==> src/sv/ccp_pkg.sv <==
package ccp_pkg;

  localparam int MAX_REF_LEN_DEF = 4096;

  // Field widths fixed by the interface
  localparam int IN_TDATA_W  = 24;
  localparam int OUT_TDATA_W = 104;
  localparam int CFG_IDX_W   = 3;
  localparam int CFG_DATA_W  = 13;
  localparam int POS_W       = 17;

  localparam logic [1:0] KIND_BEGIN = 2'd0;
  localparam logic [1:0] KIND_CHAR  = 2'd1;
  localparam logic [1:0] KIND_READ  = 2'd2;
  localparam logic [1:0] KIND_CLEAR = 2'd3;

  localparam logic [CFG_IDX_W-1:0] REG_MATCH      = 3'd0;
  localparam logic [CFG_IDX_W-1:0] REG_MISMATCH   = 3'd1;
  localparam logic [CFG_IDX_W-1:0] REG_GAP_OPEN   = 3'd2;
  localparam logic [CFG_IDX_W-1:0] REG_GAP_EXTEND = 3'd3;
  localparam logic [CFG_IDX_W-1:0] REG_REF_LENGTH = 3'd4;

  localparam logic [7:0] CH_0  = 8'h30;
  localparam logic [7:0] CH_9  = 8'h39;
  localparam logic [7:0] CH_M  = 8'h4D;
  localparam logic [7:0] CH_EQ = 8'h3D;
  localparam logic [7:0] CH_D  = 8'h44;
  localparam logic [7:0] CH_N  = 8'h4E;
  localparam logic [7:0] CH_X  = 8'h58;
  localparam logic [7:0] CH_I  = 8'h49;

  localparam logic [15:0]      RUN_MAX = 16'hFFFF;
  localparam logic [15:0]      COV_MAX = 16'hFFFF;
  localparam logic [POS_W-1:0] LEN_MAX = 17'h1FFFF;

  typedef struct packed {
    logic [15:0]        cov;
    logic signed [31:0] score;
  } entry_t;

  // Commands from the sequencer to the read totals unit
  typedef struct packed {
    logic               begin_read;
    logic               clr_totals;
    logic               start;
    logic               gap;
    logic               advance;
    logic               pile;
    logic [15:0]        n;
    logic signed [10:0] per_base;
    logic [11:0]        pos;
  } acc_cmd_t;

  function automatic logic signed [31:0] sat32(input logic signed [33:0] v);
    logic signed [31:0] r;
    if (v[33:31] == 3'b000 || v[33:31] == 3'b111) begin
      r = v[31:0];
    end else if (v[33]) begin
      r = 32'sh8000_0000;
    end else begin
      r = 32'sh7FFF_FFFF;
    end
    return r;
  endfunction

endpackage

==> src/sv/ccp_acc.sv <==
module ccp_acc
  import ccp_pkg::*;
(
  input  logic                     clk,
  input  logic                     rst_n,
  input  acc_cmd_t                 cmd,
  input  logic signed [10:0]       gap_open,
  input  logic signed [10:0]       gap_extend,
  output logic signed [31:0]       score_total,
  output logic [POS_W-1:0]         length_total,
  output logic [POS_W-1:0]         cur_pos
);

  logic signed [31:0] score_r, score_nxt;
  logic [POS_W-1:0]   len_r, len_nxt;
  logic [POS_W-1:0]   pos_r, pos_nxt;
  logic               v1_r, v2_r;
  logic signed [10:0] a_r, a_nxt;
  logic [15:0]        b_r, b_nxt;
  logic signed [10:0] add_r, add_nxt;
  logic signed [10:0] add2_r;
  logic signed [27:0] prod_r, prod_nxt;
  logic [17:0]        len_sum, pos_sum;
  logic signed [33:0] total_sum;

  always_comb begin
    len_sum = {1'b0, len_r} + {2'b00, cmd.n};
    pos_sum = {1'b0, pos_r} + {2'b00, cmd.n};
    a_nxt   = cmd.gap ? gap_extend : cmd.per_base;
    b_nxt   = cmd.gap ? cmd.n - 16'd1 : cmd.n;
    add_nxt = cmd.gap ? gap_open : 11'sd0;
    prod_nxt = 28'(a_r) * 28'($signed({1'b0, b_r}));
    total_sum = {{2{score_r[31]}}, score_r} + {{6{prod_r[27]}}, prod_r}
              + {{23{add2_r[10]}}, add2_r};

    score_nxt = score_r;
    len_nxt   = len_r;
    pos_nxt   = pos_r;
    if (v2_r) begin
      score_nxt = sat32(total_sum);
    end
    if (cmd.start && cmd.pile) begin
      len_nxt = (len_sum > {1'b0, LEN_MAX}) ? LEN_MAX : len_sum[POS_W-1:0];
    end
    if (cmd.start && cmd.advance) begin
      pos_nxt = (pos_sum > {1'b0, LEN_MAX}) ? LEN_MAX : pos_sum[POS_W-1:0];
    end
    if (cmd.begin_read) begin
      pos_nxt   = {5'b0, cmd.pos};
      score_nxt = '0;
      len_nxt   = '0;
    end
    if (cmd.clr_totals) begin
      score_nxt = '0;
      len_nxt   = '0;
    end
  end

  always_ff @(posedge clk) begin
    if (cmd.start) begin
      a_r   <= a_nxt;
      b_r   <= b_nxt;
      add_r <= add_nxt;
    end
    prod_r <= prod_nxt;
    add2_r <= add_r;
    if (!rst_n) begin
      score_r <= '0;
      len_r   <= '0;
      pos_r   <= '0;
      v1_r    <= 1'b0;
      v2_r    <= 1'b0;
    end else begin
      score_r <= score_nxt;
      len_r   <= len_nxt;
      pos_r   <= pos_nxt;
      v1_r    <= cmd.start;
      v2_r    <= v1_r;
    end
  end

  assign score_total  = score_r;
  assign length_total = len_r;
  assign cur_pos      = pos_r;

endmodule
==> config.mk <==
export PLATFORM = sky130hd
export DESIGN_NAME = ccp_acc
export DESIGN_NICKNAME = d
export VERILOG_FILES = /design/src/sv/ccp_pkg.sv /design/src/sv/ccp_acc.sv
export SDC_FILE = /design/constraint.sdc
export NUM_CORES = 1
export LEC_CHECK = 0
export ABC_AREA = 1
export BUFFER_PORTS_ARGS = -buffer_cell sky130_fd_sc_hd__buf_4
export CAP_MARGIN = 20
export CORE_UTILIZATION = 50
export DETAILED_ROUTE_END_ITERATION = 8
export HOLD_SLACK_MARGIN = 0.03
export PLACE_DENSITY = 0.69
export SYNTH_ARGS = -nofsm -noshare
export SYNTH_HDL_FRONTEND = slang
export SYNTH_SLANG_ARGS = --single-unit
==> constraint.sdc <==
create_clock -name clk -period 6.25 [get_ports clk]
set_input_delay 1.5625 -clock clk [delete_from_list [all_inputs] [get_ports clk]]
set_output_delay 1.5625 -clock clk [all_outputs]
set_load 0.05 [all_outputs]
; ---- After elaboration in Yosys (flattened, before gate mapping)
; Cells that the tools add are included.
[word_totals]
ff_bits = 145
output_inout_bits = 66
input_bits = 69
wordCells = 36
[classes]
n_reduce_logical = 7
n_bitwise = 1
magnitude_cmp = 2
mux = 8
add_sub_neg = 5
mul = 1
eq_ne = 1
[ops]
columns = cell, n
row1 = $mux W32, 2
row2 = $add A17 B16 Y18, 2
row3 = $gt A18 B17 Y1 const B, 2
row4 = $add A33 B11 Y34, 1
row5 = $mux W17, 2
row6 = $add A32 B28 Y33, 1
row7 = $mul A11 B17 Y28, 1
row8 = $mux W12, 2
row9 = $mux W16, 1
row10 = $sub A16 B1 Y16 const B, 1
row11 = $mux W11, 1
row12 = $eq A3 B3 Y1 const B, 1
row13 = $logic_not A3 Y1, 1
row14 = $reduce_or A3 Y1, 1
row15 = $logic_and A1 B1 Y1, 2
row16 = $reduce_bool A2 Y1, 1
row17 = $reduce_or A2 Y1, 1
row18 = $logic_or A1 B1 Y1, 1
row19 = $not A1 Y1, 1

; ---- Depth between registers and ports, before layout
; Gate-level depths: netlist of run 1.
[logic_depth]
ltp_word = 5
mapped_depth = 23
depth_no_buf = 21

; ---- Worst setup path before layout of run 1
; OpenSTA, ideal clock, no wires.
[synth_path]
path_kind = reg2reg
from = reg a_r[10]
to = reg prod_r[23]
n_path_buf = 1
path_stages_with_launch = 19
synth_period_minus_slack_ns = 5.043
arrival_ns = 4.916
required_time_ns = 6.123
setup_time_ns = 0.127
path_slack_ns = 1.207
cell_sequence = edfxtp_1 -> inv_1 -> buf_1 -> nor2_1 -> fa_1 -> fa_1 -> fa_1 -> fa_1 -> inv_1 -> fa_1 -> inv_1 -> ha_1 -> a21oi_1 -> o21ai_0 -> a21oi_1 -> o21ai_0 -> a21oi_1 -> o21ai_0 -> xor2_1
[synth_via]
elab_chain_cells = 1
[synth_rtl]
columns = element, line_no
row1 = "start, declared", ccp_acc.sv:18  ; logic signed [10:0] a_r, a_nxt;
row2 = "start signal, assigned", ccp_acc.sv:61  ; a_r <= a_nxt;
row3 = $mul A11 B17 Y28, ccp_acc.sv:32  ; prod_nxt = 28'(a_r) * 28'($signed({1'b0, b_r}));
row4 = via prod_nxt[23], ccp_acc.sv:22  ; logic signed [27:0] prod_r, prod_nxt;
row5 = "end signal, assigned", ccp_acc.sv:65  ; prod_r <= prod_nxt;
row6 = "end, declared", ccp_acc.sv:22
; The timed path passes the listed nets, and every way through them passes these cells.
; A chain may end at the register's enable or synchronous reset.

; ---- Final worst setup path of run 1
[layout_path]
from = reg a_r[10]
to = reg prod_r[24]
; The elaborated chain is that of the path after synthesis.

==> run metrics, run 1 <==
CP max FO=17; Compound-Gate Fraction of Synth Area=0.1129; initial DRC count=596; Async SR Flop Fraction=0; Max-Cap Viols=0; Tot GR Track Use=0.2589; Syn Nets=2,362; post-cts hold buffer count=0; Worst Reg-to-Reg Cells=20; static leakage=0.009204 uW; first-pass GRT wire length=64,440 um; Final Hold Viols=0; mux contribution to synthesized area=0; CTS Sinks=145; largest net degree at the start of global routing=50; H-tree depth=4; PostCTS Resize Cnt=0; maximum VDD drop=0.3384 mV; number of I/O pins=135; r2r startpoint=a_r[10]; Primary FF master, synth=dfxtp_1; Hold Path Class=register to register; Worst Slack Setup Final=833.2 ps; Critical Path RT=6600 ps; FP Rows=63; # diodes=0; min Tclk post-route=5417 ps; Skew-Pair Late Insertion Delay=440 ps; library cells used by synthesis=50; Routed WL per cell=15.65 um; DRC viols=0; YS warnings=0; vias=12,940; Bufs on Longest Clock Path=2; Post-Synth Adder-Cell Area=0.3269; Post-layout nets=2,456; sequential area share after synthesis=0.2126; Num CTS Buffers=17; Relative slew margins=0.3092; status=finished, final reports clean; Worst Max-Slew Pin Slew=1032 ps; Post-Synth Simple-Gate Area=0.1889; main combinational cell family by area after synthesis=adder cells; RSZ-0062 raised after global routing=no; CP Launch Type=register; core area=30,030 um2; 1st-pass router iterations=7; vias in the first global route=13,260; postcts setup bufs=0; Avg Cell Area, Syn=7.777 um2; min-delay src=add_r[2]; vias per cell=5.212; Area Overhead vs Synth=11.71%; initial core utilization=0.5143; Crit. End Element=register; die area=31,600 um2; cell count after synthesis=1,986; initial antenna violation count=0; RR Endpoint=prod_r[24]; Crit Path Class=register to register; Power Density=529.1 nW/um2; layout cell share with drive strength beyond 1=0.1147; Synth Area in XOR/XNOR=0.04876; Final TNS setup=0 ps; skew final=28.25 ps; hpwl dp=31,290 um; # port buffers=134; worst reg2reg setup slack=830 ps; Root Buffer=clkbuf_16; Placer Congestion=0.9230; Final setup violation count=0; total gr overflow=0; count of final max-slew check failures=0; Post-Syn Area=15,450 um2; Critical Path Sink=prod_r[24]; dpl ws=872.5 ps; FMAX=184.6 MHz; clock-pin slew on the worst setup and hold paths=80 ps; Final period util=0.8667; Yosys reg bits=145; CTS tree=yes; Critical Path AT=5770 ps; EDFF count, synth=38; post-route antenna net violation count=0; die height=177.8 um; Die Width=177.8 um; critical path launch point=a_r[10]; final WL=38,850 um
cells in the mapped netlist (all sizes together) (10+ instances only):
| cell type | number | area share |
|---|---|---|
| nor2 | 100 | 0.024 |
| nand3 | 55 | 0.018 |
| clkbuf | 54 | 0.013 |
| fa | 161 | 0.21 |
| inv | 375 | 0.091 |
| dfxtp | 107 | 0.14 |
| o21ai | 89 | 0.029 |
| a21oi | 148 | 0.056 |
| edfxtp | 38 | 0.074 |
| nor3 | 14 | 0.0058 |
| xor2 | 51 | 0.029 |
| nand4 | 10 | 0.0041 |
| ha | 146 | 0.12 |
| nand2 | 520 | 0.13 |
| o21bai | 13 | 0.0063 |
| xnor2 | 35 | 0.020 |
flip-flops by register name (all words and copies together), names as in the netlist:
register,flops
b_r,16
v1_r,1
v2_r,1
cur_pos,17
add_r,11
score_total,32
add2_r,11
length_total,17
prod_r,28
a_r,11
metrics by stage:
stage	hold slack, ps	power [uW]	utilization	area, um2	instances
2_1_floorplan	323.3	6542	-	15450	1986
3_3_place_gp	325.7	8034	0.5557	16690	2451
3_5_place_dp	327.8	8106	0.5557	16690	2451
4_1_cts	340.6	9193	0.5746	17260	2483
5_1_grt	347.4	10210	0.5746	17260	2483
6_report	342.1	9129	0.5746	17260	2483
power breakdown:
group          total (uW)  switching [uW]  internal [uW]
Sequential           1330             144           1180
Clock                1030             481            546
Combinational        6780            4250           2530
Total                9130            4870           4260
worst max-delay path: stages, from the launching register on:
cell	delay, ps
edfxtp_1	370
inv_1	240
or2_2	380
fa_1	510
fa_1	540
inv_1	50
fa_1	500
fa_1	540
inv_1	50
fa_1	520
inv_1	40
ha_1	340
nand2_1	100
inv_1	80
nand3_1	60
o21ai_1	290
nand3_1	140
nand2_1	130
a21oi_1	100
o21bai_1	160
xor2_1	160
cell type report:
cell class                 count  area (um2)
clock buffer                  18       450.4
clock inverter                14       116.4
tap                          390       488.0
fill                        2794       12780
timing repair buffer         138        1036
sequential                   145        3283
multi-input combinational   1402       10470
inverter                     376        1411
layout by cell type (no fill, tap or decap), types with 3 or more instances in the layout:
cell and instances:
a31oi_1 7, inv_1 374, clkinv_2 3, inv_6 5
nor3_2 5, or2_2 6, o21ai_0 86, nand4_1 10
o221ai_1 7, xnor2_1 35, xor2_1 51, a21oi_1 117
nor3_1 9, edfxtp_1 38, nand2_1 500, a21o_1 6
o21bai_1 13, nor4_1 3, o21a_1 3, o21ai_1 3
nand2_2 20, buf_4 138, inv_8 3, o211ai_1 8
a31o_2 4, dfxtp_1 107, a21oi_2 30, nor2_1 99
fa_1 161, clkbuf_16 18, nand3_1 54, ha_1 146
how the worst min path moves through the flow:
stage	to	slack, ps	cells past startpoint
5_1_grt	add2_r[6]	350	0
3_5_place_dp	add2_r[2]	330	0
2_1_floorplan	add2_r[0]	320	0
3_3_place_gp	add2_r[2]	330	0
6_report	add2_r[2]	340	0
4_1_cts	add2_r[2]	340	0
logic make-up after synthesis:
kind of cell	after synthesis
buffers and inverters	439
and+or+nand+nor	715
xor gates and xnor gates	86
AOI/OAI and AO/OA	294
DFF	145
adders and majority gates	307
metal layers:
metal	part of all wire	vias up	GRT usage	wire, um
met3	0.045	49	0.03320	1737
met4	0.016	0	0.06019	620
met5	0	-	0	0
li1	-	6389	-	-
met1	0.43	6169	0.3166	16520
met2	0.51	335	0.4787	19980
Power figures use the tool's default switching activity.
==> inputs of run 2 (changes only) <==
--- a/config.mk
+++ b/config.mk
@@ -7,9 +7,9 @@
 export LEC_CHECK = 0
 export ABC_AREA = 1
 export BUFFER_PORTS_ARGS = -buffer_cell sky130_fd_sc_hd__buf_4
-export CAP_MARGIN = 20
 export CORE_UTILIZATION = 50
 export DETAILED_ROUTE_END_ITERATION = 8
+export GPL_TIMING_DRIVEN = 0
 export HOLD_SLACK_MARGIN = 0.03
 export PLACE_DENSITY = 0.69
 export SYNTH_ARGS = -nofsm -noshare
==> run metrics, run 2 (synthesis results as in run 1) <==
number of I/O pins=135; dpl ws=321.9 ps; CTS Sinks=145; Max Used Layer=met4; Relative slew margins=0.1571; skew final=13.67 ps; CP Launch Type=register; number of flip-flops under the largest register name=32; met2 WL=19,040 um; status=finished, final reports clean; layout cell share with drive strength beyond 1=0.1140; die height=177.8 um; final WL=39,870 um; Final Hold Viols=0; Skew-Pair Late Insertion Delay=450 ps; Bufs on Longest Clock Path=2; initial antenna violation count=0; initial core utilization=0.5143; Max-Cap Viols=0; final instance area=17,490 um2; post-cts hold buffer count=0; Post-layout nets=2,512; Final period util=0.9485; FMAX=168.7 MHz; static leakage=0.009293 uW; total gr overflow=0; M1 wire length=16,790 um; Crit-path slowest cell=fa_1; Routed WL per cell=15.70 um; core area=30,030 um2; die area=31,600 um2; Worst Max-Slew Pin Slew=1255 ps; Placer Congestion=0.9459; Fillers=2,812; # diodes=0; largest net degree at the start of global routing=42; min Tclk post-route=5928 ps; Crit Path Class=register to register; metal3 WL=2510 um; count of final max-slew check failures=0; DRC viols=0; 1st-pass router iterations=7; post-route antenna net violation count=0; RSZ-0062 raised after global routing=no; vias in the first global route=13,210; Final Util=0.5823; Placed Area=16,930 um2; Hold Path Class=register to register; critical-path cell list=clkbuf_1 -> clkbuf_1 -> nand2_1 -> fa_1 -> inv_1 -> fa_1 -> fa_1 -> fa_1 -> inv_1 -> fa_1 -> inv_1 -> ha_1 -> a21oi_1 -> o21ai_0 -> a21oi_1 -> o21ai_0 -> a21oi_1 -> o21ai_0 -> xor2_1; Critical Path AT=6250 ps; # port buffers=132; CTS tree=yes; Num CTS Buffers=17; Final TNS setup=0 ps; Crit path largest cell delay=550 ps; PostCTS Resize Cnt=0; vias per cell=5.206; Die Width=177.8 um; Crit. End Element=register; Tot GR Track Use=0.2662; Worst Slack Setup Final=321.8 ps; first-pass GRT wire length=65,320 um; most common cell after layout, fill and taps aside=nand2_1; hpwl dp=32,940 um; vias=13,220; clock-pin slew on the worst setup and hold paths=70 ps; FP Rows=63; Final setup violation count=0; CP most frequent cell=fa_1; postcts setup bufs=0; Critical Path RT=6580 ps; Area Overhead vs Synth=13.21%; Root Buffer=clkbuf_16; maximum VDD drop=0.3373 mV; worst reg2reg setup slack=320 ps; initial DRC count=661; CP max FO=10; most frequent cells in the layout=nand2_1, inv_1, fa_1, ha_1, buf_4; H-tree depth=4; Power Density=521.3 nW/um2
run 2: where the power goes:
| part | internal, uW | total (uW) | leakage [uW] | switching (uW) |
|---|---|---|---|---|
| clock network | 527 | 1000 | 0.000282 | 476 |
| logic | 2570 | 6840 | 0.00776 | 4270 |
| registers | 1180 | 1280 | 0.00125 | 95.1 |
run 2: final cells by class:
class | instances | area (um2) | share of cell area
Inverter | 376 | 1411 | 0.08071
Sequential cell | 145 | 3284 | 0.1878
Clock inverter | 15 | 135.1 | 0.007728
Buffer | 62 | 286.5 | 0.01639
Timing Repair Buffer | 132 | 991.0 | 0.05667
Multi-Input combinational cell | 1402 | 10470 | 0.5985
Tap cell | 390 | 488.0 | 0.02790
Clock buffer | 17 | 425.4 | 0.02433
run 2: worst paths after layout:
kind	start	to	cells after the start
worst max-delay path	a_r[7]	prod_r[23]	19
worst min-delay path	add_r[0]	add2_r[0]	0
worst max register to register	a_r[7]	prod_r[23]	19
worst min register to register	add_r[0]	add2_r[0]	0
run 2: worst max-delay path: cells and delay by family (launching register included):
kind                       cells  cell delay, ps
and+or+nand+nor                1             150
adders and majority gates      6            2990
xor gates and xnor gates       1             170
DFF                            1             340
buffers and inverters          5            1030
AOI/OAI and AO/OA              6            1110
run 2: routing by layer:
metal / vias up / global-route usage
li1: 6512 / -
met1: 6198 / 0.3287
met2: 431 / 0.4567
met3: 77 / 0.04777
met4: 0 / 0.1090
met5: - / 0
run 2: stage by stage:
step | cells | hold WS, ps | power [uW]
floorplan | 1986 | 323.3 | 6542
global placement | 2508 | 326.5 | 8013
detailed placement | 2508 | 328.6 | 8110
CTS | 2540 | 345.8 | 9154
global route | 2539 | 349.8 | 10160
finish | 2539 | 343.7 | 9116
==> inputs of run 3 (changes only) <==
--- a/config.mk
+++ b/config.mk
@@ -7,11 +7,10 @@
 export LEC_CHECK = 0
 export ABC_AREA = 1
 export BUFFER_PORTS_ARGS = -buffer_cell sky130_fd_sc_hd__buf_4
-export CORE_UTILIZATION = 50
+export CORE_UTILIZATION = 25
 export DETAILED_ROUTE_END_ITERATION = 8
 export GPL_TIMING_DRIVEN = 0
 export HOLD_SLACK_MARGIN = 0.03
-export PLACE_DENSITY = 0.69
 export SYNTH_ARGS = -nofsm -noshare
 export SYNTH_HDL_FRONTEND = slang
 export SYNTH_SLANG_ARGS = --single-unit
==> run metrics, run 3 (synthesis results as in run 1) <==
layout cell share with drive strength beyond 1=0.1116; min Tclk post-route=5890 ps; Worst Max-Slew Pin Slew=1292 ps; Critical Path RT=6580 ps; Final setup violation count=0; critical-path cell list=clkbuf_1 -> clkbuf_1 -> nand2_1 -> fa_1 -> inv_1 -> fa_1 -> fa_1 -> fa_1 -> inv_1 -> fa_1 -> inv_1 -> ha_1 -> a21oi_1 -> o21ai_0 -> a21oi_1 -> o21ai_0 -> a21oi_1 -> o21ai_0 -> xor2_1; dpl ws=227.3 ps; RSZ-0062 raised after global routing=no; Hold Path Class=register to register; CTS tree=yes; clock-pin slew on the worst setup and hold paths=60 ps; hold_ws=339.6 ps; CP delay by family, top=adder cells; Tot GR Track Use=0.1339; initial core utilization=0.2545; Max-Cap Viols=0; hold-critical path endpoint=add2_r[2]; number of flip-flops under the largest register name=32; postcts setup bufs=0; CP Launch Type=register; CP most frequent cell=fa_1; DRC viols=0; Root Buffer=clkbuf_16; most common cell after layout, fill and taps aside=nand2_1; r2r startpoint=a_r[4]; first-pass GRT wire length=66,180 um; Crit-path slowest cell=fa_1; largest net degree at the start of global routing=42; H-tree depth=4; die height=250.6 um; post-cts hold buffer count=0; Routed WL per cell=13.99 um; most frequent cells in the layout=nand2_1, inv_1, fa_1, ha_1, buf_4; Final Hold Viols=0; FP Rows=90; Final period util=0.9424; core area=60,700 um2; hpwl dp=34,320 um; post-route antenna net violation count=0; Skew-Pair Late Insertion Delay=460 ps; FMAX=169.8 MHz; skew final=10.27 ps; Worst Slack Setup Final=360.1 ps; Post-layout nets=2,513; CTS Sinks=145; critical path launch point=a_r[4]; Critical Path AT=6220 ps; Die Width=250.6 um; Area Overhead vs Synth=16.56%; vias in the first global route=12,560; final WL=41,020 um; Bufs on Longest Clock Path=2; Relative slew margins=0.1318; total gr overflow=0; Final TNS setup=0 ps; 1st-pass router iterations=5; maximum VDD drop=0.4042 mV; number of I/O pins=135; min-delay src=add_r[2]; CP max FO=10; # diodes=0; Power Density=501.3 nW/um2; Worst Reg-to-Reg Cells=19; Placer Congestion=0.9186; Crit. End Element=register; buffers and inverters on the worst path=5; die area=62,780 um2; Num CTS Buffers=17; static leakage=0.009286 uW; RR Endpoint=prod_r[23]; # port buffers=132; Placed Area=17,420 um2; worst reg2reg setup slack=360 ps; vias per cell=4.391; hold depth=0; initial DRC count=739; status=finished, final reports clean; Crit path largest cell delay=560 ps; initial antenna violation count=0; vias=12,870; Crit Path Class=register to register; count of final max-slew check failures=0; final instance area=18,000 um2
## run 3: cell count changes in the layout (fill, tap and decap cells not counted)
cell / change
clkbuf_2: -2
inv_6: -4
clkinv_1: +1
inv_8: -4
clkinv_2: +2
clkinvlp_4: +3
clkinv_4: -2
inv_4: -1
bufinv_16: +2
clkbuf_16: +1
clkbuf_1: +5
## run 3: final cells by class
type                            instances  area, um2
Multi-Input combinational cell       1402      10470
Timing Repair Buffer                  132      991.0
Buffer                                 63      287.8
Tap cell                              782      978.4
Fill cell                            6555      42690
Clock buffer                           20      457.9
Inverter                              376       1411
Sequential cell                       145       3284
Clock inverter                         12      127.6
## run 3: worst max-delay path by stage
stage | end | slack, ps | cells after the start
after CTS | prod_r[24] | 210 | 20
after global placement | prod_r[23] | 260 | 18
after global routing | prod_r[23] | 10 | 19
final | prod_r[23] | 360 | 19
after detailed placement | prod_r[24] | 230 | 20
after floorplan | prod_r[23] | 1210 | 18
## run 3: power by group
part | switching, uW | internal, uW
logic | 4160 | 2560
clock network | 425 | 610
registers | 94.5 | 1180
## run 3: layer usage
layer,routed length [um],track usage,up-vias
met5,0,0,-
met4,714,0.03699,0
met3,2546,0.03003,39
met2,18470,0.2156,311
met1,19300,0.1790,6001
li1,-,-,6523
## run 3: metrics by stage
step	total power, uW	utilization	std cells
2_1_floorplan	6542	-	1986
3_3_place_gp	7973	0.2869	2900
3_5_place_dp	8014	0.2870	2900
4_1_cts	9104	0.2966	2932
5_1_grt	10090	0.2966	2932
6_report	9025	0.2966	2932
## run 3: worst register-to-register path: cells and delay by family, from the launching register on
family	cells	cell delay, ps
flip-flops	1	320
AND/OR/NAND/NOR	1	170
XOR/XNOR	1	170
adder cells (fa/ha/maj)	6	3010
buffers and inverters	5	1060
AO/OA/AOI/OAI	6	1030
## run 3: repair_timing
item	CTS	global route
endpoints found under the setup margin	0	2
resized for setup	0	1
endpoints found under the hold margin	0	0
